==> src/rtl/core/ebalu_pkg.sv <==
package ebalu_pkg;

  localparam int unsigned DATA_W = 8;
  localparam int unsigned OP_W   = 4;

  // Status byte bit positions.
  localparam int unsigned FLAG_C_BIT = 0;
  localparam int unsigned FLAG_Z_BIT = 1;
  localparam int unsigned FLAG_V_BIT = 6;
  localparam int unsigned FLAG_N_BIT = 7;
  localparam int unsigned SIGN_BIT   = DATA_W - 1;

  typedef enum logic [OP_W-1:0] {
    OP_LOAD = 4'd0,
    OP_AND  = 4'd1,
    OP_OR   = 4'd2,
    OP_XOR  = 4'd3,
    OP_ADC  = 4'd4,
    OP_SBC  = 4'd5,
    OP_CMP  = 4'd6,
    OP_BIT  = 4'd7,
    OP_ASL  = 4'd8,
    OP_LSR  = 4'd9,
    OP_ROL  = 4'd10,
    OP_ROR  = 4'd11,
    OP_INC  = 4'd12,
    OP_DEC  = 4'd13
  } ebalu_op_t;

  typedef struct packed {
    logic [OP_W-1:0]   op;
    logic [DATA_W-1:0] reg_value;
    logic [DATA_W-1:0] operand;
    logic [DATA_W-1:0] status_in;
  } ebalu_req_t;

  typedef struct packed {
    logic [DATA_W-1:0] result;
    logic [DATA_W-1:0] status_out;
  } ebalu_rsp_t;

endpackage

==> src/rtl/core/eight_bit_alu_with_status_flags_core.sv <==
// 8-bit ALU of the 6502 kind with C, Z, V and N flags. A request is taken on
// every cycle in which start is high (busy stays low), and its result appears
// on out_rsp with out_valid high for one cycle, after the request passes the
// input register and then the execute logic into the result register. One
// request per cycle is sustained indefinitely, and results must be captured
// when out_valid is high, as they cannot be held.
module eight_bit_alu_with_status_flags_core
  import ebalu_pkg::*;
(
  input  logic       clk,
  input  logic       rst_n,
  input  logic       start,
  output logic       busy,
  input  ebalu_req_t in_req,
  output logic       out_valid,
  output ebalu_rsp_t out_rsp
);

  logic       req_valid_r;
  logic       req_valid_nxt;
  ebalu_req_t req_r;
  logic       rsp_valid_r;
  logic       rsp_valid_nxt;
  ebalu_rsp_t rsp_r;
  ebalu_rsp_t rsp_nxt;

  assign busy          = 1'b0;
  assign req_valid_nxt = start & ~busy;
  assign rsp_valid_nxt = req_valid_r;

  always_ff @(posedge clk) begin
    if (!rst_n) begin
      req_valid_r <= 1'b0;
      rsp_valid_r <= 1'b0;
    end else begin
      req_valid_r <= req_valid_nxt;
      rsp_valid_r <= rsp_valid_nxt;
    end
  end

  always_ff @(posedge clk) begin
    if (req_valid_nxt) begin
      req_r <= in_req;
    end
    if (rsp_valid_nxt) begin
      rsp_r <= rsp_nxt;
    end
  end

  ebalu_exec u_exec (
    .req (req_r),
    .rsp (rsp_nxt)
  );

  assign out_valid = rsp_valid_r;
  assign out_rsp   = rsp_r;

  // Every request taken out of reset yields exactly one result, through the input and result registers.
  a_latency : assert property (@(posedge clk) disable iff (!rst_n)
    ($past(rst_n, 2) && $past(rst_n)) |-> (out_valid == $past(start && !busy, 2)))
    else $error("result strobe does not follow request by two cycles");

  // Status bits 2 to 5 are never touched.
  a_passthru : assert property (@(posedge clk) disable iff (!rst_n)
    out_valid |-> (out_rsp.status_out[5:2] == $past(in_req.status_in[5:2], 2)))
    else $error("status bits 2 to 5 changed");

  // Compare and bit test return the register byte unchanged.
  a_keep_reg : assert property (@(posedge clk) disable iff (!rst_n)
    (out_valid && ($past(in_req.op, 2) == OP_CMP || $past(in_req.op, 2) == OP_BIT))
    |-> (out_rsp.result == $past(in_req.reg_value, 2)))
    else $error("compare or bit test altered the register byte");

endmodule

==> src/rtl/core/ebalu_exec.sv <==
module ebalu_exec
  import ebalu_pkg::*;
(
  input  ebalu_req_t req,
  output ebalu_rsp_t rsp
);

  logic [DATA_W-1:0] a;
  logic [DATA_W-1:0] m;
  logic [DATA_W-1:0] st;
  logic              c_old;
  logic [DATA_W-1:0] add_b;
  logic              add_cin;
  logic [DATA_W:0]   sum;
  logic [DATA_W-1:0] r;
  logic [DATA_W-1:0] st_nxt;
  logic              set_zn;
  logic              ovf;

  assign a     = req.reg_value;
  assign m     = req.operand;
  assign st    = req.status_in;
  assign c_old = st[FLAG_C_BIT];

  // One adder serves add, subtract and compare; subtract and compare use the
  // inverted operand, and compare always forces the carry in.
  always_comb begin
    add_b   = m;
    add_cin = c_old;
    case (req.op)
      OP_SBC: begin
        add_b = ~m;
      end
      OP_CMP: begin
        add_b   = ~m;
        add_cin = 1'b1;
      end
      default: begin
        add_b   = m;
        add_cin = c_old;
      end
    endcase
  end

  assign sum = {1'b0, a} + {1'b0, add_b} + {{DATA_W{1'b0}}, add_cin};
  assign ovf = ~(a[SIGN_BIT] ^ add_b[SIGN_BIT]) & (a[SIGN_BIT] ^ sum[SIGN_BIT]);

  always_comb begin
    r      = a;
    st_nxt = st;
    set_zn = 1'b1;
    unique case (req.op)
      OP_LOAD: r = m;
      OP_AND:  r = a & m;
      OP_OR:   r = a | m;
      OP_XOR:  r = a ^ m;
      OP_ADC, OP_SBC: begin
        r                  = sum[DATA_W-1:0];
        st_nxt[FLAG_C_BIT] = sum[DATA_W];
        st_nxt[FLAG_V_BIT] = ovf;
      end
      OP_CMP: begin
        set_zn             = 1'b0;
        st_nxt[FLAG_C_BIT] = sum[DATA_W];
        st_nxt[FLAG_Z_BIT] = (a == m);
        st_nxt[FLAG_N_BIT] = sum[SIGN_BIT];
      end
      OP_BIT: begin
        set_zn             = 1'b0;
        st_nxt[FLAG_N_BIT] = m[FLAG_N_BIT];
        st_nxt[FLAG_V_BIT] = m[FLAG_V_BIT];
        st_nxt[FLAG_Z_BIT] = ((a & m) == '0);
      end
      OP_ASL: begin
        r                  = {m[DATA_W-2:0], 1'b0};
        st_nxt[FLAG_C_BIT] = m[SIGN_BIT];
      end
      OP_LSR: begin
        r                  = {1'b0, m[DATA_W-1:1]};
        st_nxt[FLAG_C_BIT] = m[0];
      end
      OP_ROL: begin
        r                  = {m[DATA_W-2:0], c_old};
        st_nxt[FLAG_C_BIT] = m[SIGN_BIT];
      end
      OP_ROR: begin
        r                  = {c_old, m[DATA_W-1:1]};
        st_nxt[FLAG_C_BIT] = m[0];
      end
      OP_INC:  r = m + DATA_W'(1);
      OP_DEC:  r = m - DATA_W'(1);
      default: begin
        // Unused codes leave both bytes untouched.
        set_zn = 1'b0;
      end
    endcase
    if (set_zn) begin
      st_nxt[FLAG_Z_BIT] = (r == '0);
      st_nxt[FLAG_N_BIT] = r[SIGN_BIT];
    end
  end

  assign rsp.result     = r;
  assign rsp.status_out = st_nxt;

endmodule

==> config.mk <==
export PLATFORM = sky130hd
export DESIGN_NAME = eight_bit_alu_with_status_flags_core
export DESIGN_NICKNAME = d
export VERILOG_FILES = /design/src/rtl/core/ebalu_pkg.sv /design/src/rtl/core/eight_bit_alu_with_status_flags_core.sv /design/src/rtl/core/ebalu_exec.sv
export SDC_FILE = /design/constraint.sdc
export NUM_CORES = 1
export LEC_CHECK = 0
export BUFFER_PORTS_ARGS = -buffer_cell sky130_fd_sc_hd__buf_4
export CORE_ASPECT_RATIO = 2
export CORE_MARGIN = 4
export CORE_UTILIZATION = 50
export DETAILED_ROUTE_END_ITERATION = 6
export MAX_ROUTING_LAYER = met4
export PLACE_DENSITY = 0.72
export REMOVE_ABC_BUFFERS = 1
export SKIP_LAST_GASP = 1
export SYNTH_ARGS = -nofsm -noshare
export SYNTH_HDL_FRONTEND = slang
export SYNTH_HIERARCHICAL = 1
export SYNTH_SLANG_ARGS = --single-unit
==> constraint.sdc <==
create_clock -name clk -period 5.99 [get_ports clk]
set_clock_uncertainty 0.1 [all_clocks]
set_input_delay 0.8985 -clock clk [delete_from_list [all_inputs] [get_ports clk]]
set_output_delay 0.8985 -clock clk [all_outputs]
set_load 0.01 [all_outputs]
==> metrics.txt, run 1 <==
most common cell after layout, fill and taps aside buf_4; critical path launch point type flop; slowest CP cell o21ai_1; RR Startpoint req_r[24]; Hold Path End out_rsp[3]; Worst slew margin 37.35%; max-cap violations 0; HP Class reg2reg; Tcrit/Tclk final 75.86%; CTS clock-pin slew for the worst setup and hold paths 0.07 ns; end of the worst register-to-register path out_rsp[1]; Top FF cell, synth edfxtp_1; register area share after synthesis 41.83%; gpl congestion 0.9572; min cycle time layout 4.544 ns; Post-Syn Area 3254 sq um; CP cell instances inv_1, nor2_1, o21ai_1, xnor2_1, fa_1, fa_1, nand3_1, a21boi_1, o31ai_1, nor3_1, a211o_1, or4b_1, o32ai_1; Hold Vio Cnt, Final 0; largest net degree at the start of global routing 39; post-CTS setup buffer count 0; hpwl dp 6726 um; Sink Count 46; CTS resizes 0; n_diodes 0; Site Rows 41; CP required 6.00 ns; I/O pin cnt 49; Worst-Skew Late Latency 0.29 ns; syn avg cell area 10.17 sq um; Sequential Area 1361 sq um; Routed wire per std cell 19.57 um; crit end category flop; Syn-to-layout area delta 16.72%; number of synthesized register bits 46; Tot Pwr 989.9 uW; Unique masters post-synth 56; CTS buffer count 5; total congestion overflow 0; Core Area 6310 sq um; Worst Reg-to-Reg Cells 13; via count 2697; post-route insts no fill 449; crit-path max FO 12; cell mode on critical path fa_1; dpl cells 441; Post-synth ARST share 0%; critical path's largest stage delay 0.74 ns; hold-fix buffers at CTS 0; placed cell areas 3647 sq um; max frequency 220.1 MHz; layout cell share with drive strength beyond 1 19.28%; antenna violations before repair 0; CTS tree built; commonest cells after routing, fill and taps aside buf_4, edfxtp_1, ha_1, nor2_1, inv_1; Post-Synthesis Cells 320; leak pwr 0.001555 uW; yosys warns 6; H-Tree Depth 2; GRT Util Overall 23.76%; DRT Pass-1 Iters 5; Arr. time, crit path 4.56 ns; Remaining DRCs 0; Max Slew Vio Count 0; Setup Viol. Count Final 0; Hold Crit Start req_r[3]; nets 425; chip height 122.1 um; Starting Density 51.58%; slew at the pin closest to its max-slew limit 0.9335 ns; unrepaired setup endpoints after global routing no; die area 7942 sq um; vias in the first global route 2660; Crit Path Class reg2reg; Setup Total Neg Slack 0 ns; power per cell area 260.6 nW/um^2; port bufs 47; area taken by multi-input logic gates 1705 sq um; hold_ws 0.3219 ns; fillers 548; clk buf depth 2; Detailed Route WL 8786 um; design area 3799 sq um; status finished, final reports clean; post-route ant nets 0; via-per-instance ratio 6.007; reg-to-reg slack, setup 1.45 ns; Hold Path Cell Cnt 0; Die X 65.05 um; Worst VDD drop 0.2350 mV; first-pass GRT wire length 13520 um; EDFF count, synth 44; clk root buf clkbuf_16; Initial DRC Count 159
-- worst max path at each step --
| stage | start | end | slack, ns | cells after the start |
|---|---|---|---|---|
| floorplan | req_r[27] | out_rsp[1] | 1.74 | 12 |
| global placement | req_r[24] | out_rsp[1] | 1.59 | 13 |
| detailed placement | req_r[24] | out_rsp[1] | 1.52 | 13 |
| CTS | req_r[24] | out_rsp[1] | 1.50 | 13 |
| global route | req_r[24] | out_rsp[1] | 1.21 | 13 |
| finish | req_r[24] | out_rsp[1] | 1.45 | 13 |
-- worst max-delay path: cells and delay by family, from the launching register on --
kind / cells / cell delay, ns
xor+xnor: 1 / 0.19
simple gates: 4 / 0.80
buf+inv: 1 / 0.21
flops: 1 / 0.56
fa+ha+maj: 2 / 0.89
compound gates: 5 / 1.60
-- through the flow --
step	utilization [%]	setup slack, ns
final	60.20	1.446
after global routing	60.20	1.213
after CTS	60.20	1.504
after detailed placement	57.80	1.520
after global placement	57.80	1.589
after floorplan	-	1.736
-- area by class of cell --
class,count,area share (%)
repair buffers,52,10.28
clock inverters,3,0.6917
flip-flops and latches,46,35.84
clock buffers,5,3.294
well taps,86,2.833
inverters,22,2.174
multi-input cells,235,44.89
-- logic make-up after synthesis --
family / Yosys count / share of synthesized area (%)
multiplexers: 7 / 2.192
flip-flops: 46 / 41.83
AO/OA/AOI/OAI: 84 / 17.61
XOR/XNOR: 17 / 4.575
adder cells (fa/ha/maj): 32 / 13.00
buffers and inverters: 39 / 5.767
other: 1 / 0.1152
AND/OR/NAND/NOR: 94 / 14.92
-- cell usage after synthesis, drive strengths merged (2+ instances only) --
| library cell | instances | area (sq um) |
|---|---|---|
| a2111oi | 2 | 17.52 |
| a211o | 2 | 17.52 |
| a211oi | 6 | 45.04 |
| a21boi | 2 | 15.02 |
| a21o | 2 | 15.01 |
| a21oi | 17 | 85.08 |
| a221o | 2 | 20.02 |
| a221oi | 3 | 26.28 |
| a22oi | 2 | 15.01 |
| a32oi | 3 | 26.28 |
| and2 | 5 | 31.28 |
| and3b | 2 | 17.52 |
| buf | 16 | 101.3 |
| dfxtp | 2 | 40.04 |
| edfxtp | 44 | 1321 |
| fa | 3 | 60.06 |
| ha | 29 | 362.9 |
| inv | 22 | 82.58 |
| mux2i | 6 | 60.06 |
| nand2 | 19 | 71.32 |
| nand2b | 4 | 25.02 |
| nand3 | 5 | 25.02 |
| nand3b | 3 | 22.52 |
| nor2 | 25 | 96.35 |
| nor2b | 6 | 37.54 |
| nor3 | 10 | 55.05 |
| nor3b | 2 | 15.01 |
| nor4 | 6 | 37.54 |
| o21a | 3 | 22.52 |
| o21ai | 20 | 100.1 |
| o221a | 2 | 22.52 |
| o22ai | 5 | 31.28 |
| o31ai | 2 | 15.01 |
| o32a | 3 | 30.03 |
| o32ai | 4 | 35.03 |
| or2 | 3 | 18.77 |
| xnor2 | 13 | 113.9 |
| xor2 | 4 | 35.03 |
-- flip-flops by register name (all words and copies together), names as in the netlist --
signal and cells:
out_rsp 16, out_valid 1, req_r 28, req_valid_r 1
-- where the power goes --
group          total [uW]  internal (uW)  switching, uW  leakage [uW]
logic                 284            129            155       0.00104
clock network         290            159            131     0.0000752
registers             416            387           29.4      0.000439
-- metal layers --
layer / vias to the layer above / share of wire (%) / routed length (um) / track usage (%)
li1: 1270 / - / - / -
met1: 1246 / 35 / 3106 / 24.24
met2: 130 / 52 / 4547 / 40.28
met3: 51 / 4.9 / 434 / 2.768
met4: 0 / 7.9 / 698 / 18.83
met5: - / 0 / 0 / -
No activity file was read; power rests on OpenSTA's default activity.
==> run 2, diff against run 1 <==
Clock period 5.99 ns to 4.6 ns, I/O delays scaled along.
==> metrics.txt, run 2 (synthesized netlist as in run 1, its figures left out) <==
status finished, final reports clean; Syn-to-layout area delta 17.95%; CP cell instances nor2b_1, o21ai_1, xnor2_1, fa_1, fa_1, nand3_1, a21boi_1, o31ai_1, nor3_1, a211o_1, or4b_1, o32ai_1; largest net degree at the start of global routing 39 (unchanged); Arr. time, crit path 3.96 ns (-0.60 ns); crit-path max FO 6 (-6); end of the worst register-to-register path out_rsp[1]; crit end category flop; Setup Viol. Count Final 0 (unchanged); CP required 4.61 ns (-1.39 ns); antenna violations before repair 0 (unchanged); max-cap violations 0 (unchanged); post-route insts no fill 452 (+0.67%); post-route ant nets 0 (unchanged); internal cell power 930.8 uW (+38%); Core Area 6310 sq um (unchanged); CTS clock-pin slew for the worst setup and hold paths 0.06 ns (about the same); GRT Util Overall 23.54% (-0.22 points); CTS resizes 0 (unchanged); clk root buf clkbuf_16; min cycle time layout 3.950 ns (-0.5938 ns); commonest cells after routing, fill and taps aside buf_4, edfxtp_1, ha_1, nor2_1, inv_1; Site Rows 41 (unchanged); Hold Path Cell Cnt 0 (unchanged); Gate power share 28.0% (-0.7 points); Sink Count 46 (unchanged); critical path launch point type flop; Die X 65.05 um (unchanged); gpl congestion 1.004 (+4.9%); slew at the pin closest to its max-slew limit 0.7943 ns (-0.1392 ns); first-pass GRT wire length 13620 um (+0.71%); via-per-instance ratio 5.980 (-0.44%); Hold Vio Cnt, Final 0 (unchanged); power per cell area 345.7 nW/um^2 (+33%); Setup Total Neg Slack 0 ns (unchanged); DRT Pass-1 Iters 5 (unchanged); Worst slew margin 46.98% (+9.6 points); leak pwr 0.001578 uW (+1.5%); max reg flops 28 (unchanged); layout cell share with drive strength beyond 1 19.95% (+0.66 points); Starting Density 51.58% (unchanged); Hold Path End out_rsp[4]; Remaining DRCs 0 (unchanged); Routed wire per std cell 18.68 um (-4.5%); hold-fix buffers at CTS 0 (unchanged); H-Tree Depth 2 (unchanged); Hold Crit Start req_r[4]; unrepaired setup endpoints after global routing no; Worst-Skew Late Latency 0.29 ns (about the same); Worst VDD drop 0.3006 mV (+28%); Crit Path Class reg2reg; cell mode on critical path fa_1; most common cell after layout, fill and taps aside buf_4; Flop pwr share 40.4% (-1.6 points); reg-to-reg slack, setup 0.65 ns (-0.80 ns); critical path's largest stage delay 0.56 ns (-0.18 ns); Worst Setup SP req_r[27]; Finished Core Util 60.84% (+0.63 points); I/O pin cnt 49 (unchanged); RR Startpoint req_r[27]; max frequency 253.2 MHz (+15%); nets 428 (+0.71%); Clock Power Share 31.5% (+2.2 points); clk buf depth 2 (unchanged); Tcrit/Tclk final 85.87% (+10 points); fillers 533 (-2.7%); sw power 396.1 uW (+26%); CTS tree built; total congestion overflow 0 (unchanged); via count 2703 (+0.22%); switch share 29.85% (-2.0 points); hpwl dp 6414 um (-4.6%); post-CTS setup buffer count 0 (unchanged); Worst Reg-to-Reg Cells 12 (-1); die area 7942 sq um (unchanged); chip height 122.1 um (unchanged); slowest CP cell or4b_1; Top reg by flops req_r; HP Class reg2reg; Initial DRC Count 145 (-8.8%); dpl cells 444 (+0.68%); CTS buffer count 5 (unchanged); Max Slew Vio Count 0 (unchanged); vias in the first global route 2721 (+2.3%); n_diodes 0 (unchanged); port bufs 47 (unchanged); Detailed Route WL 8445 um (-3.9%)
## run 2: area by class of cell
| cell class | count | area, sq um | share of cell area (%) |
|---|---|---|---|
| Clock buffer | 5 | 125.1 | 3.259 |
| Clock inverter | 3 | 43.79 | 1.141 |
| Inverter | 22 | 82.58 | 2.151 |
| Multi-Input combinational cell | 235 | 1705 | 44.43 |
| Sequential cell | 46 | 1361 | 35.46 |
| Tap cell | 86 | 107.6 | 2.803 |
| Timing Repair Buffer | 55 | 412.9 | 10.76 |
## run 2: worst max path at each step
stage	end	slack (ns)	depth (start not counted)
after CTS	out_rsp[1]	0.66	12
after global placement	out_rsp[1]	0.84	12
final	out_rsp[1]	0.65	12
after detailed placement	out_rsp[1]	0.69	12
after global routing	out_rsp[1]	0.41	12
after floorplan	out_rsp[1]	0.35	12
## run 2: critical path: cells and delay by family (launching register included)
kind / cells / cell delay [ns]
fa+ha+maj: 2 / 0.86
compound gates: 5 / 1.07
simple gates: 4 / 1.17
xor+xnor: 1 / 0.18
flops: 1 / 0.39
## run 2: layer usage
metal / part of all wire [%] / GRT usage [%] / vias up
met1: 35 / 24.23 / 1273
met5: 0 / - / -
met2: 55 / 39.77 / 117
met4: 5.6 / 16.62 / 0
li1: - / - / 1276
met3: 4.7 / 4.059 / 37
## run 2: power by group through the flow
stage          registers, uW  logic [uW]  clock network (uW)
2_1_floorplan            557         225                   0
3_3_place_gp             546         360                   0
4_1_cts                  537         368                 430
6_report                 537         372                 418
3_5_place_dp             546         366                   0
5_1_grt                  541         414                 438
## run 2: through the flow
stage / setup WS (ns) / hold WS [ns] / cell area (sq um) / power, uW
after floorplan: 0.3463 / 0.3003 / 3149 / 782.1
after global placement: 0.8351 / 0.3019 / 3670 / 905.8
after detailed placement: 0.6926 / 0.3155 / 3670 / 911.9
after CTS: 0.6624 / 0.3313 / 3839 / 1335
after global routing: 0.4095 / 0.3412 / 3839 / 1393
final: 0.6499 / 0.3266 / 3839 / 1327
==> run 3, diff against run 2 <==
Settings changed: SYNTH_HIERARCHICAL 1 to not set.
==> metrics.txt, run 3 <==
DRT Pass-1 Iters 4 (-1); CTS buffer count 5 (unchanged); gpl congestion 0.9846 (-1.9%); post-CTS setup buffer count 0 (unchanged); max frequency 262.3 MHz (+3.6%); max-cap violations 0 (unchanged); Unique masters post-synth 77 (+38%); min cycle time layout 3.812 ns (-0.1377 ns); most numerous cell in the Yosys netlist edfxtp_1; post-route ant nets 0 (unchanged); Post-synth ARST share 0% (unchanged); Synth area leader edfxtp_1; CP required 4.53 ns (-0.08 ns); I/O pin cnt 49 (unchanged); layout cell share with drive strength beyond 1 21.24% (+1.3 points); max reg flops 28 (unchanged); most common cell after layout, fill and taps aside buf_4; Top FF cell, synth edfxtp_1; EDFF count, synth 44 (unchanged); Site Rows 42 (+2.4%); Detailed Route WL 9537 um (+13%); Setup Viol. Count Final 0 (unchanged); design area 3951 sq um (+2.9%); GRT Util Overall 25.39% (+1.8 points); hold-fix buffers at CTS 0 (unchanged); Flop pwr share 41.3% (+0.9 points); largest net degree at the start of global routing 40 (+2.6%); n_diodes 0 (unchanged); Die X 66.33 um (+2.0%); leak pwr 0.001577 uW (about the same); commonest cells after routing, fill and taps aside buf_4, edfxtp_1, ha_1, nor2_1, inv_1; Hold Vio Cnt, Final 0 (unchanged); Worst slew margin 47.81% (+0.83 points); clk buf depth 2 (unchanged); status finished, final reports clean; placed cell areas 3807 sq um (+3.8%); register area share after synthesis 40.01% (-1.8 points); die area 8267 sq um (+4.1%); Tcrit/Tclk final 82.88% (-3.0 points); port bufs 47 (unchanged); Remaining DRCs 0 (unchanged); hold_ws 0.3216 ns (-0.005057 ns); CTS resizes 0 (unchanged); Arr. time, crit path 3.74 ns (-0.22 ns); first-pass GRT wire length 15230 um (+12%); hpwl dp 7406 um (+15%); critical path launch point type flop; Post-Synthesis Cells 328 (+2.5%); Clock Power Share 27.4% (-4.1 points); Setup Total Neg Slack 0 ns (unchanged); internal cell power 886.5 uW (-4.8%); crit end category flop; chip height 124.7 um (+2.1%); Initial DRC Count 227 (+57%); number of synthesized register bits 46 (unchanged); via count 2822 (+4.4%); Yosys top cell area share 38.84% (-1.8 points); Sink Count 46 (unchanged); Core Area 6621 sq um (+4.9%); Max Slew Vio Count 0 (unchanged); antenna violations before repair 0 (unchanged); Syn-to-layout area delta 16.15%; slew at the pin closest to its max-slew limit 0.7818 ns (-0.01247 ns); unrepaired setup endpoints after global routing no; HP Class reg2reg; Starting Density 51.38% (-0.20 points); Worst-Skew Late Latency 0.29 ns (about the same); clk root buf clkbuf_16; vias in the first global route 2892 (+6.3%); top cells by area, synth edfxtp_1, ha_1, nor2_1; yosys warns 0 (-6); Routed wire per std cell 20.73 um (+11%); Post-Syn Area 3402 sq um (+4.5%); total congestion overflow 0 (unchanged); power per cell area 333.6 nW/um^2 (-3.5%); syn avg cell area 10.37 sq um (+2.0%); Gate power share 31.3% (+3.3 points); Crit Path Class reg2reg; most frequent cells after synthesis edfxtp_1, ha_1, nor2_1; CTS clock-pin slew for the worst setup and hold paths 0.07 ns (about the same); Top reg by flops req_r; H-Tree Depth 2 (unchanged); Worst VDD drop 0.2423 mV (-19%); switch share 32.75% (+2.9 points); sw power 431.6 uW (+9.0%); nets 434 (+1.4%); crit-path max FO 14 (+8); via-per-instance ratio 6.135 (+2.6%); CTS tree built
run 3: changes by cell type in the layout (fill, tap and decap cells not counted), sizes merged, moves of 3 or more:
| cell | before | now |
|---|---|---|
| o22ai | 5 | 1 |
| xnor2 | 13 | 10 |
| o32ai | 4 | 1 |
| nand2 | 19 | 14 |
| a21oi | 17 | 13 |
| nand3 | 5 | 9 |
| mux2i | 6 | 2 |
| o21bai | 1 | 4 |
| nor4b | 1 | 4 |
| nand4 | 0 | 3 |
| a31oi | 0 | 8 |
| a311o | 0 | 3 |
run 3: final timing paths:
| kind | startpoint | endpoint | slack [ns] | cells after the start |
|---|---|---|---|---|
| worst min-delay path | req_r[5] | out_rsp[5] | 0.32 | 0 |
| worst max register to register | req_r[25] | out_rsp[0] | 0.79 | 11 |
| worst min register to register | req_r[5] | out_rsp[5] | 0.32 | 0 |
| worst max-delay path | req_r[25] | out_rsp[0] | 0.79 | 11 |
run 3: layout make-up:
cell class	count	area [sq um]
Fill cell	625	2670
Clock buffer	5	125.1
Multi-Input combinational cell	242	1848
Clock inverter	3	18.77
Inverter	22	82.58
Timing Repair Buffer	54	405.4
Tap cell	88	110.1
Sequential cell	46	1361
run 3: cell families after synthesis:
| logic type | after synthesis | synth area share, % |
|---|---|---|
| buf+inv | 40 | 5.664 |
| fa+ha+maj | 32 | 12.43 |
| xor+xnor | 15 | 4.082 |
| simple gates | 97 | 14.97 |
| other cells | 1 | 0.1102 |
| mux | 4 | 1.250 |
| flops | 46 | 40.01 |
| compound gates | 93 | 21.48 |
run 3: worst max-delay path, cell delays in order (launching register included):
cell and delay (ns):
edfxtp_1 0.60, inv_1 0.22, nor3_1 0.08, or2_2 0.29
fa_1 0.42, fa_1 0.43, a211oi_2 0.32, o21bai_1 0.14
a21o_1 0.19, a21o_1 0.18, a2111oi_0 0.45, o31ai_1 0.12
run 3: stage by stage:
| step | setup slack [ns] | cells | utilization [%] | power [uW] |
|---|---|---|---|---|
| global route | 0.6091 | 460 | 59.68 | 1386 |
| global placement | 0.9181 | 452 | 57.50 | 959.5 |
| floorplan | 0.4642 | 310 | - | 815.5 |
| finish | 0.7876 | 460 | 59.68 | 1318 |
| detailed placement | 0.8297 | 452 | 57.50 | 962.3 |
| CTS | 0.8035 | 460 | 59.68 | 1326 |
run 3: power by group through the flow:
stage / combinational, uW / clock, uW / sequential [uW]
after CTS: 411 / 370 / 544
after detailed placement: 409 / 0 / 554
after global placement: 407 / 0 / 552
after floorplan: 257 / 0 / 558
after global routing: 452 / 387 / 548
final: 413 / 361 / 544
run 3: layer usage:
metal | GRT usage [%] | wire length [um]
met3 | 4.242 | 458
met2 | 41.36 | 4978
met4 | 18.44 | 739
met5 | - | 0
met1 | 26.55 | 3361
